===== config.mk =====
export PLATFORM = sky130hd
export DESIGN_NAME = lgge_ctrl
export DESIGN_NICKNAME = d
export VERILOG_FILES = /design/src/hdl/lgge_pkg.sv /design/src/hdl/lgge_ctrl.sv
export SDC_FILE = /design/constraint.sdc
export NUM_CORES = 1
export LEC_CHECK = 0
export BUFFER_PORTS_ARGS = -buffer_cell sky130_fd_sc_hd__buf_2
export CORE_AREA = 2 2 39 41
export DETAILED_ROUTE_END_ITERATION = 12
export DIE_AREA = 0 0 41 43
export HOLD_SLACK_MARGIN = 0.06
export PLACE_DENSITY = 0.55
export SLEW_MARGIN = 0
export SYNTH_ARGS = -nofsm -noshare
export SYNTH_HDL_FRONTEND = slang
export SYNTH_SLANG_ARGS = --single-unit

===== constraint.sdc =====
create_clock -name i_clk -period 0.9 [get_ports i_clk]
set_clock_uncertainty 0.1 [all_clocks]
set_input_delay 0.045 -clock i_clk [delete_from_list [all_inputs] [get_ports i_clk]]
set_output_delay 0.045 -clock i_clk [all_outputs]
set_load 0.01 [all_outputs]

===== src/hdl/lgge_pkg.sv =====
// Shared types and constants for the life grid generation engine.
// Used by lgge_ctrl, lgge_datapath and life_grid_generation_engine.
// No dependencies.
package lgge_pkg;

    // Default side length of the square torus grid
    localparam int GRID_SIDE = 128;

    // Command codes carried by an input transaction
    typedef enum logic [1:0] {
        CMD_TOGGLE = 2'd0,
        CMD_STEP   = 2'd1,
        CMD_CLEAR  = 2'd2,
        CMD_READ   = 2'd3
    } t_command;

    // Row address sources for the grid RAM read port
    typedef enum logic [2:0] {
        RD_LAST,
        RD_FIRST,
        RD_SECOND,
        RD_AHEAD,
        RD_TARGET
    } t_rd_sel;

    // Controller to datapath command group
    typedef struct packed {
        logic    capture;
        logic    rd_en;
        t_rd_sel rd_sel;
        logic    shift;
        logic    save_first;
        logic    sweep_init;
        logic    sweep_write;
        logic    clear_all;
        logic    gen_inc;
        logic    finish;
    } t_dp_cmd;

    // Datapath to controller status group
    typedef struct packed {
        t_command cmd;
        logic     sweep_last;
    } t_dp_sts;

endpackage


===== src/hdl/lgge_ctrl.sv =====
// Controller of the life grid engine: sequences command dispatch, the
// generation sweep and the final cell read. Depends on lgge_pkg.
module lgge_ctrl (
    input  logic              i_clk,
    input  logic              i_rst_n,
    input  logic              start,
    output logic              busy,
    input  lgge_pkg::t_dp_sts i_sts,
    output lgge_pkg::t_dp_cmd o_cmd
);

    typedef enum logic [2:0] {
        S_IDLE,
        S_DISPATCH,
        S_PRE0,
        S_PRE1,
        S_LOAD,
        S_WRITE,
        S_FETCH,
        S_OUT
    } t_state;

    t_state r_state;
    t_state n_state;
    logic   r_busy;
    logic   n_busy;

    // Decode datapath commands and next state
    always_comb begin
        o_cmd   = '0;
        n_state = r_state;
        case (r_state)
            S_IDLE: begin
                if (start) begin
                    o_cmd.capture = 1'b1;
                    n_state       = S_DISPATCH;
                end
            end
            S_DISPATCH: begin
                case (i_sts.cmd)
                    lgge_pkg::CMD_STEP: begin
                        o_cmd.rd_en      = 1'b1;
                        o_cmd.rd_sel     = lgge_pkg::RD_LAST;
                        o_cmd.sweep_init = 1'b1;
                        n_state          = S_PRE0;
                    end
                    lgge_pkg::CMD_CLEAR: begin
                        o_cmd.clear_all = 1'b1;
                        n_state         = S_FETCH;
                    end
                    default: begin
                        o_cmd.rd_en  = 1'b1;
                        o_cmd.rd_sel = lgge_pkg::RD_TARGET;
                        n_state      = S_OUT;
                    end
                endcase
            end
            S_PRE0: begin
                o_cmd.shift  = 1'b1;
                o_cmd.rd_en  = 1'b1;
                o_cmd.rd_sel = lgge_pkg::RD_FIRST;
                n_state      = S_PRE1;
            end
            S_PRE1: begin
                o_cmd.shift      = 1'b1;
                o_cmd.save_first = 1'b1;
                o_cmd.rd_en      = 1'b1;
                o_cmd.rd_sel     = lgge_pkg::RD_SECOND;
                n_state          = S_LOAD;
            end
            S_LOAD: begin
                o_cmd.shift = 1'b1;
                n_state     = S_WRITE;
            end
            S_WRITE: begin
                o_cmd.sweep_write = 1'b1;
                if (i_sts.sweep_last) begin
                    o_cmd.gen_inc = 1'b1;
                    n_state       = S_FETCH;
                end else begin
                    o_cmd.rd_en  = 1'b1;
                    o_cmd.rd_sel = lgge_pkg::RD_AHEAD;
                    n_state      = S_LOAD;
                end
            end
            S_FETCH: begin
                o_cmd.rd_en  = 1'b1;
                o_cmd.rd_sel = lgge_pkg::RD_TARGET;
                n_state      = S_OUT;
            end
            S_OUT: begin
                o_cmd.finish = 1'b1;
                n_state      = S_IDLE;
            end
            default: begin
                n_state = S_IDLE;
            end
        endcase
        n_busy = (n_state != S_IDLE);
    end

    // Hold state and the registered busy flag
    always_ff @(posedge i_clk) begin
        if (!i_rst_n) begin
            r_state <= S_IDLE;
            r_busy  <= 1'b0;
        end else begin
            r_state <= n_state;
            r_busy  <= n_busy;
        end
    end

    assign busy = r_busy;

endmodule


**Word-level counts from Yosys, hierarchy flattened**

Cells that the tools add are included.

- Flip-flop bits (word level): 4
- Input bits: 6
- Output and inout bits: 13
- Logic and storage cells: 33

- Eq/ne operators: 9
- Mux-type cells: 19
- Reduce and logical (&&, ||, !) cells: 3

Operator list:

| cell | count |
|---|---|
| 3-bit one-hot mux with 8 select lines | 1 |
| 4-bit one-hot mux with 5 select lines | 1 |
| 3-bit equality test, second input constant | 4 |
| 1-bit two-way mux | 12 |
| 4-bit one-hot mux with 2 select lines | 1 |
| 3-bit by 2-bit equality test with 1-bit output, second input constant | 2 |
| 3-bit one-hot mux with 2 select lines | 1 |
| 4-bit two-way mux | 1 |
| 3-bit by 1-bit equality test with 1-bit output, second input constant | 1 |
| 3-bit zero test | 1 |
| 3-bit two-way mux | 1 |
| 3-bit nonzero test | 1 |
| 3-bit OR reduction | 1 |
| 2-bit by 1-bit equality test with 1-bit output, second input constant | 1 |
| 2-bit equality test, second input constant | 1 |
| 2-bit two-way mux | 1 |

**Depth between registers and ports, before layout**

Gate-level depths: netlist of run 1.

- Depth after elaboration: 4
- Mapped depth: 5

**Least setup slack after synthesis of run 1**

Ideal clock, no wire load.

- Kind: flip-flop to output port
- Start point: reg r_state[1]
- End point: out o_cmd[4] in the netlist's numbering
- Data arrival time: 0.931 ns
- Required time: 0.755 ns
- Setup slack: -0.176 ns
- Cell stages (with the launch flop): 4
- Path buffers: 1
- Cells stage by stage: dfxtp_1 > buf_6 > nand2b_1 > nor3b_1

RTL lines:

| what | line | text |
|---|---|---|
| start, declared | lgge_ctrl.sv:23 | `t_state r_state;` |
| start signal, assigned | lgge_ctrl.sv:108 | `r_state <= n_state;` |
| end, declared | lgge_ctrl.sv:9 | `output lgge_pkg::t_dp_cmd o_cmd` |

==> out/qor.csv, run 1 <==
metric,value,unit
status,"complete, but fails checks",
violations,"hold timing, setup timing",
synth_xor_area_share,0,%
setup_ws,-0.4216,ns
syn_area,385.4,um^2
diodes,0,
reg2reg_slack,-0.26,ns
wl_met2,409,um
path_class,register to output pin,
slew_headroom,84.33,%
cellPowerDensity,1356,nW/um^2
rsz0062_at_grt,yes,
postCtsHoldBufs,1,
holdPathStages,3,
rr_worst_depth,4,
finish.utilization,49.73,%
synth_compound_area_share,12.34,%
synth_cells,49,
worst_slew_pin_slew,0.2329,ns
synth_simple_gate_area_share,42.86,%
cts_root_buffer,clkbuf_4,
globalplace.congestion,0.7317,
holdPathEnd,busy,
hold_path.class,input pin to register,
yosys_warnings,0,
fin_tns_setup,-4.983,ns
clock_latency,0.24,ns
synth_edf_count,0,
wl_met1,410,um
slowest_stage,dfxtp_4,
cts_sinks,4,
wl_per_cell,9.095,um
core_area,1384,um^2
min_period,1.322,ns
grt_use_total,11.45,%
antenna_found_initial,0,
synthFlopType,dfxtp_1,
path_buf_inv,1,
drt_wl_total,864,um
peakVddDrop,0.0008520,V
crit_path_end_kind,output pin,
die_area,1763,um^2
cts_inserted_buffers,3,
yosysUniqueCellTypes,26,
cpLargestDelayFamily,flip-flops,
crit_path_max_incr_delay,0.36,ns
fp.dieW,41,um
grt_pass1_vias,335,
crit_path_start_kind,register,
port_buffers,18,
layout-drive-gt1-share,59.49,%
min_from,start,
routed.top_layer,met3,
final_max_slew_viol_count,0,
ys_ff_latch,4,
initial_utilization,27.85,%
cts_max_level,1,
dp_hpwl,611.6,um
clk_pin_slew,0.04,ns
muxShareOfSynthArea,2.922,%
cp.arrival,1.18,ns
grt_start_max_net_pins,17,
nets,90,
route.vias.total,420,
path_max_fanout,4,
drc,0,
timing.final.crit_share,146.8,%
synth-adder-area-share,12.99,%
fillCellCount,127,
synth.avg_cell_area,7.865,um^2
pre_cts_ws,-0.1980,ns
ant_nets,0,
grt_pass1_wl,1366,um
synth_top_family_by_area,simple AND/OR/NAND/NOR gates,
vias_per_cell,4.421,
cap_violations,0,
clk_path_buf_depth,2,
worstPathCellList,"and2b_4, mux2_4, buf_6",
grt_overflow,0,
num_rows,14,
drtPass1Iterations,3,
final_hold_viol_count,1,
drt_iter0_markers,5,
cts_tree,yes,
io_pins,19,
seq_area,91.34,um^2
async_reset_ff_share,0,%
p_leak,0.3548,nW
synthesis.nets,59,
multi_input_area,325.3,um^2
area_delta_synth_final,78.57,%
r2r-end,busy,
yosysSeqAreaShare,20.78,%
die_h,43,um
holdWs,-0.01226,ns
required,0.75,ns
fmax,756.6,MHz
final-setup-viol-count,16,
r2r-start,r_state[1],
wl_met3,45,um
[per-stage QoR]
step / cells / total power (W) / area (um^2)
6_report: 95 / 0.0009330 / 688.2
3_3_place_gp: 86 / 0.0006024 / 561.8
5_1_grt: 95 / 0.001022 / 688.2
4_1_cts: 93 / 0.0009111 / 649.4
3_5_place_dp: 86 / 0.0006040 / 561.8
2_1_floorplan: 49 / 0.0004923 / 427.9
[power breakdown]
group | internal, W | switching (W) | leakage, nW
Sequential | 0.000207 | 0.0000512 | 0.0351
Clock | 0.000167 | 0.0000814 | 0.0150
Combinational | 0.000251 | 0.000175 | 0.305
[how the worst max path moves through the flow]
| stage | startpoint | endpoint | slack, ns | cells past startpoint |
|---|---|---|---|---|
| 4_1_cts | r_state[2] | o_cmd[7] | -0.43 | 3 |
| 3_3_place_gp | r_state[2] | o_cmd[7] | -0.19 | 3 |
| 5_1_grt | r_state[0] | o_cmd[10] | -0.47 | 4 |
| 3_5_place_dp | r_state[2] | o_cmd[7] | -0.20 | 3 |
| 6_report | r_state[2] | o_cmd[7] | -0.42 | 3 |
| 2_1_floorplan | r_state[1] | o_cmd[7] | -0.12 | 3 |
[registers in the layout, summed over array words and instances (netlist names)]
name / count
r_state: 3
busy: 1
[worst register-to-register path, delay by kind of cell (launching register included)]
kind	cells	cell delay, ns
AND/OR/NAND/NOR	2	0.35
buffers and inverters	2	0.24
flip-flops	1	0.36
[what timing repair did]
| item | CTS | global route |
|---|---|---|
| buffers inserted | 2 | 2 |
| pin swaps | 2 | 4 |
| endpoints found under the setup margin | 16 | 16 |
| hold endpoints to repair | 4 | 1 |
| gates resized for setup | 7 | 8 |
[kinds of logic after synthesis]
family,count (synthesis)
buf+inv,5
fa+ha+maj,4
simple gates,27
compound gates,8
mux,1
flops,4
[cell usage after synthesis (2+ instances only)]
cell,n,area (um^2)
nor3b_1,2,15.01
nor2b_1,2,12.51
nor2_1,5,18.77
and3_1,3,18.77
nand2b_1,4,25.02
dfxtp_1,4,80.08
ha_1,4,50.05
a21oi_1,3,15.01
and2_1,2,12.51
inv_1,2,7.510
nand2_1,2,7.510
o21ai_1,2,10.01
[per-layer routing]
metal	GRT usage, %	vias up
met5	0	-
met4	4.000	0
met3	6.283	0
met2	16.25	14
met1	14.15	180
li1	-	226
[layout by cell type (no fill, tap or decap), types with 2 or more instances in the layout]
cell | Yosys | layout
inv_1 | 2 | 2
and3_1 | 3 | 2
nor2b_1 | 2 | 2
buf_6 | 1 | 6
a21oi_1 | 3 | 3
dfxtp_4 | 0 | 3
nor3b_2 | 0 | 2
o21ai_2 | 0 | 2
buf_2 | 1 | 15
clkbuf_4 | 0 | 3
buf_4 | 1 | 6
ha_1 | 4 | 4
nand2b_1 | 4 | 2
nor2_1 | 5 | 4
nand2b_4 | 0 | 2
nand2_1 | 2 | 2
[area by class of cell]
class,instances,share of cell area [%]
inverter,2,1.091
timing repair buffer,29,31.64
clock buffer,4,3.818
multi-input combinational,40,47.27
sequential,4,13.27
tap,16,2.909
Power figures use the tool's default switching activity.
==> run 2: changes to the inputs <==
--- a/config.mk
+++ b/config.mk
@@ -9,9 +9,10 @@
 export CORE_AREA = 2 2 39 41
 export DETAILED_ROUTE_END_ITERATION = 12
 export DIE_AREA = 0 0 41 43
-export HOLD_SLACK_MARGIN = 0.06
+export HOLD_SLACK_MARGIN = 0.12
 export PLACE_DENSITY = 0.55
 export SLEW_MARGIN = 0
 export SYNTH_ARGS = -nofsm -noshare
 export SYNTH_HDL_FRONTEND = slang
 export SYNTH_SLANG_ARGS = --single-unit
+export TNS_END_PERCENT = 20
==> run 2 against run 1 <==
Effect of this change:
- the run still ends with hold timing, setup timing left
- non-clock buffer count is the same
- combinational power up 1%
- critical path depth stayed put
- clock power is 10% lower
==> out/qor.csv, run 2 (synthesis gave the netlist of run 1 again) <==
metric,value,unit
status,"complete, but fails checks",
violations,"hold timing, setup timing",
diodes,0,
die_area,1763,um^2
cts_root_buffer,clkbuf_4,
fp.dieW,41,um
path_class,register to output pin,
globalplace.congestion,0.6898,
clk_pin_slew,0.04,ns
final-setup-viol-count,16,
fin_tns_setup,-4.855,ns
antenna_found_initial,0,
drc,0,
min_from,start,
hold_path.class,input pin to register,
area_delta_synth_final,69.81,%
core_area,1384,um^2
drt_wl_total,969,um
holdWs,-0.04504,ns
final_hold_viol_count,1,
dpl.cell_count,88,
grt_overflow,0,
largest_reg_flops,3,
nets,90,
cap_violations,0,
cts_inserted_buffers,3,
die_h,43,um
cts_sinks,4,
initial_utilization,27.85,%
port_buffers,18,
timing.final.crit_share,145.9,%
num_rows,14,
cts_max_level,1,
drtPass1Iterations,2,
vias_per_cell,4.553,
mostFrequentLayoutCells,"buf_2, buf_4, ha_1, buf_6",
path_max_fanout,8,
largest_register,r_state,
slew_headroom,85.00,%
clk_path_buf_depth,2,
cellPowerDensity,1379,nW/um^2
r2r-start,r_state[0],
dp_hpwl,676.8,um
fillCellCount,140,
cp.arrival,1.17,ns
setup_ws,-0.4135,ns
fmax,761.3,MHz
required,0.75,ns
min_period,1.314,ns
peakVddDrop,0.0006235,V
total_power,0.0009024,W
instances_no_fill,94,
layout_commonest_cell,buf_2,
postCtsHoldBufs,1,
grt_use_total,11.94,%
clock_latency,0.23,ns
grt_pass1_vias,382,
p_leak,0.3422,nW
route.vias.total,428,
grt_pass1_wl,1393,um
drt_iter0_markers,3,
cts_tree,yes,
io_pins,19,
worst_slew_pin_slew,0.2230,ns
crit_path_start_kind,register,
ant_nets,0,
final_max_slew_viol_count,0,
grt_start_max_net_pins,14,
layout-drive-gt1-share,57.69,%
setup.worst_path.start,r_state[1],
wl_per_cell,10.31,um
rsz0062_at_grt,yes,
crit_path_end_kind,output pin,
run 2: cell types whose count changed in the layout (fill, tap and decap cells not counted), sizes merged:
cell,previous run,this run
clkbuf,4,3
run 2: final timing paths:
check,depth (start not counted),endpoint,slack (ns)
max,3,o_cmd[7],-0.41
min,3,busy,-0.05
max reg2reg,4,busy,-0.20
min reg2reg,2,r_state[2],0.49
run 2: per-layer routing:
layer  global-route usage, %  share of wire [%]
met2                   21.25                 52
met1                   11.54                 44
met3                   6.283                3.8
met4                   2.000                  0
met5                       0                  0
run 2: timing repair:
item / CTS / global route
resized for setup: 8 / 8
setup buffers: 1 / 1
endpoints found under the hold margin: 4 / 1
pin swaps: 3 / 3
cloned: 0 / 0
endpoints found under the setup margin: 16 / 16
run 2: where the power goes:
| group | total, W | internal [W] | switching, W |
|---|---|---|---|
| clock network | 0.000222 | 0.000149 | 0.0000727 |
| registers | 0.000248 | 0.000207 | 0.0000409 |
| logic | 0.000433 | 0.000244 | 0.000189 |
| total | 0.000902 | 0.000600 | 0.000302 |
run 2: final cells by class:
cell class,count,area (um^2),share of cell area [%]
Multi-Input combinational cell,40,320.3,48.95
Timing Repair Buffer,29,195.2,29.83
Sequential cell,4,88.84,13.58
Clock buffer,3,22.52,3.442
Tap cell,16,20.02,3.059
Inverter,2,7.507,1.147
run 2: per-stage QoR:
| step | cell area (um^2) | worst slack [ns] | hold WS [ns] | utilization, % |
|---|---|---|---|---|
| floorplan | 400.4 | -0.1248 | 0.06504 | - |
| global placement | 546.8 | -0.2869 | 0.1916 | 39.51 |
| detailed placement | 546.8 | -0.3192 | 0.1934 | 39.51 |
| CTS | 613.1 | -0.4288 | -0.05273 | 44.30 |
| global route | 654.4 | -0.4643 | -0.02989 | 47.29 |
| finish | 654.4 | -0.4135 | -0.04504 | 47.29 |
run 2: critical path, cell delays in order, from the launching register on:
cell	delay [ns]
dfxtp_4	0.37
and2b_4	0.18
mux2_4	0.27
buf_6	0.12
==> run 3: changes to the inputs <==
--- a/config.mk
+++ b/config.mk
@@ -5,12 +5,13 @@
 export SDC_FILE = /design/constraint.sdc
 export NUM_CORES = 1
 export LEC_CHECK = 0
+export ABC_AREA = 1
 export BUFFER_PORTS_ARGS = -buffer_cell sky130_fd_sc_hd__buf_2
 export CORE_AREA = 2 2 39 41
 export DETAILED_ROUTE_END_ITERATION = 12
 export DIE_AREA = 0 0 41 43
 export HOLD_SLACK_MARGIN = 0.12
-export PLACE_DENSITY = 0.55
+export PLACE_DENSITY = 0.54
 export SLEW_MARGIN = 0
 export SYNTH_ARGS = -nofsm -noshare
 export SYNTH_HDL_FRONTEND = slang
==> run 3 against run 2 <==
Effect of this change:
- the flow finishes with violations (setup timing)
- first-iteration DRC count fell by 67%
- sequential share of layout area down 0.72 points
- clock power up 9.9%
- routed wire length shrank 2.9%
- sequential power is 12% higher
- sequential cell count is the same
- setup slack improved by 0.070 ns
- register-to-register slack worse by 0.10 ns
- design area grew 8.6%
- synthesized cell count grew 29%
- maximum frequency increased by 5.7%
- final cell count increased by 17%
- critical path type unchanged
- critical endpoint is now o_cmd[10]
- largest power group unchanged
==> out/qor.csv, run 3 <==
metric,value,unit
port_buffers,18,
synth_edf_count,0,
final_hold_viol_count,0,
synthFlopType,dfxtp_1,
largest_reg_flops,3,
path_buf_inv,2,
yosysUniqueCellTypes,15,
ant_nets,0,
fillCellCount,147,
status,"complete, but fails checks",
area_delta_synth_final,86.23,%
required,0.75,ns
ys_ff_latch,4,
diodes,0,
grt_use_total,14.06,%
seq_area,91.34,um^2
hold_path.class,input pin to register,
fmax,804.4,MHz
peakVddDrop,0.001120,V
clock_latency,0.24,ns
synth.area.top_cells,"dfxtp_1, nand2_1, inv_1",
grt_start_max_net_pins,7,
drtPass1Iterations,2,
synth_common_cells,"nand2_1, inv_1",
setup_ws,-0.3431,ns
grt_pass1_wl,1718,um
multi_input_area,306.5,um^2
min_period,1.243,ns
yosysTopAreaCellShare,20.98,%
holdWs,0.1470,ns
cts_root_buffer,clkbuf_4,
clk_pin_slew,0.04,ns
yosysSeqAreaShare,20.98,%
violations,setup timing,
largest_register,r_state,
die_area,1763,um^2
synth.avg_cell_area,6.057,um^2
nets,105,
die_h,43,um
slew_headroom,89.48,%
antenna_found_initial,0,
final-setup-viol-count,16,
layout_commonest_cell,buf_2,
cellPowerDensity,1543,nW/um^2
dpl_cell_area,565.5,um^2
worst_slew_pin_slew,0.1566,ns
initial_utilization,27.58,%
route.vias.total,475,
fp.dieW,41,um
vias_per_cell,4.318,
cap_violations,0,
yosysTopAreaCell,dfxtp_1,
synth_cells,63,
drt_iter0_markers,1,
synthesis.nets,73,
yosys_warnings,0,
final_max_slew_viol_count,0,
clk_path_buf_depth,2,
async_reset_ff_share,0,%
crit_path_max_incr_delay,0.37,ns
drc,0,
crit_path_start_kind,register,
syn_area,381.6,um^2
pre_cts_ws,-0.2620,ns
cp.arrival,1.10,ns
mostFrequentLayoutCells,"buf_2, inv_1, nand2_1",
path_max_fanout,3,
timing.final.crit_share,138.1,%
cts_sinks,4,
globalplace.congestion,0.6700,
worstPathCellList,"inv_4, nand2_4, nor2_4, a21oi_2, nand3_2, buf_6",
yosysMostFrequentCell,nand2_1,
path_class,register to output pin,
core_area,1384,um^2
cts_max_level,1,
grt_overflow,0,
crit_path_end_kind,output pin,
io_pins,19,
final_cell_area,710.7,um^2
cpLargestDelayFamily,flip-flops,
cts_inserted_buffers,3,
p_leak,0.4250,nW
dp_hpwl,716,um
drt_wl_total,941,um
slowest_stage,dfxtp_4,
grt_pass1_vias,453,
cts_tree,yes,
wl_per_cell,8.555,um
num_rows,14,
rsz0062_at_grt,yes,
layout-drive-gt1-share,65.96,%
[run 3: logic make-up (layout without fill, tap and decap cells)]
group | Yosys count | in the layout | synth area share, %
simple gates | 32 | 32 | 41.64
flops | 4 | 4 | 20.98
compound gates | 4 | 4 | 5.246
buf+inv | 19 | 50 | 19.01
fa+ha+maj | 4 | 4 | 13.12
[run 3: final cells by class]
type                            instances  area share, %
Multi-Input combinational cell         40          43.13
Sequential cell                         4          12.85
Inverter                               18          10.92
Tap cell                               16          2.817
Timing Repair Buffer                   28          26.58
Clock buffer                            4          3.697
[run 3: report_power, final]
group | leakage [nW] | internal, W | total (W) | switching, W
logic | 0.375 | 0.000270 | 0.000575 | 0.000305
registers | 0.0352 | 0.000220 | 0.000277 | 0.0000574
clock network | 0.0150 | 0.000167 | 0.000244 | 0.0000776
[run 3: repair_timing]
action / CTS / global route
buffers inserted: 3 / 1
setup endpoints to repair: 16 / 16
hold endpoints to repair: 4 / 0
resized for setup: 18 / 6
pin swaps: 5 / 2
hold buffers: 1 / 0
[run 3: layer usage]
| layer | part of all wire (%) | up-vias | track usage [%] |
|---|---|---|---|
| li1 | - | 247 | - |
| met1 | 36 | 215 | 14.47 |
| met2 | 59 | 11 | 25.00 |
| met3 | 4.3 | 2 | 4.712 |
| met4 | 1.4 | 0 | 4.000 |
| met5 | 0 | - | 0 |
[run 3: worst register-to-register path, delay by kind of cell, from the launching register on]
family,cells,cell delay (ns)
AND/OR/NAND/NOR,5,0.28
buffers and inverters,3,0.34
flip-flops,1,0.37
[run 3: through the flow]
stage	cells	util [%]	TNS [ns]	power (W)
after floorplan	63	-	-0.6227	0.0005617
after global routing	110	51.36	-5.931	0.001203
final	110	51.36	-4.712	0.001097
after global placement	101	40.87	-2.546	0.0006996
after CTS	109	49.55	-4.622	0.001069
after detailed placement	101	40.87	-2.670	0.0007016
[run 3: final timing paths]
kind	slack [ns]	startpoint	cells past startpoint	to
worst max-delay path	-0.34	r_state[1]	6	o_cmd[10]
worst min-delay path	0.15	start	7	busy
worst max register to register	-0.30	r_state[1]	8	busy
worst min register to register	0.60	r_state[2]	5	r_state[1]
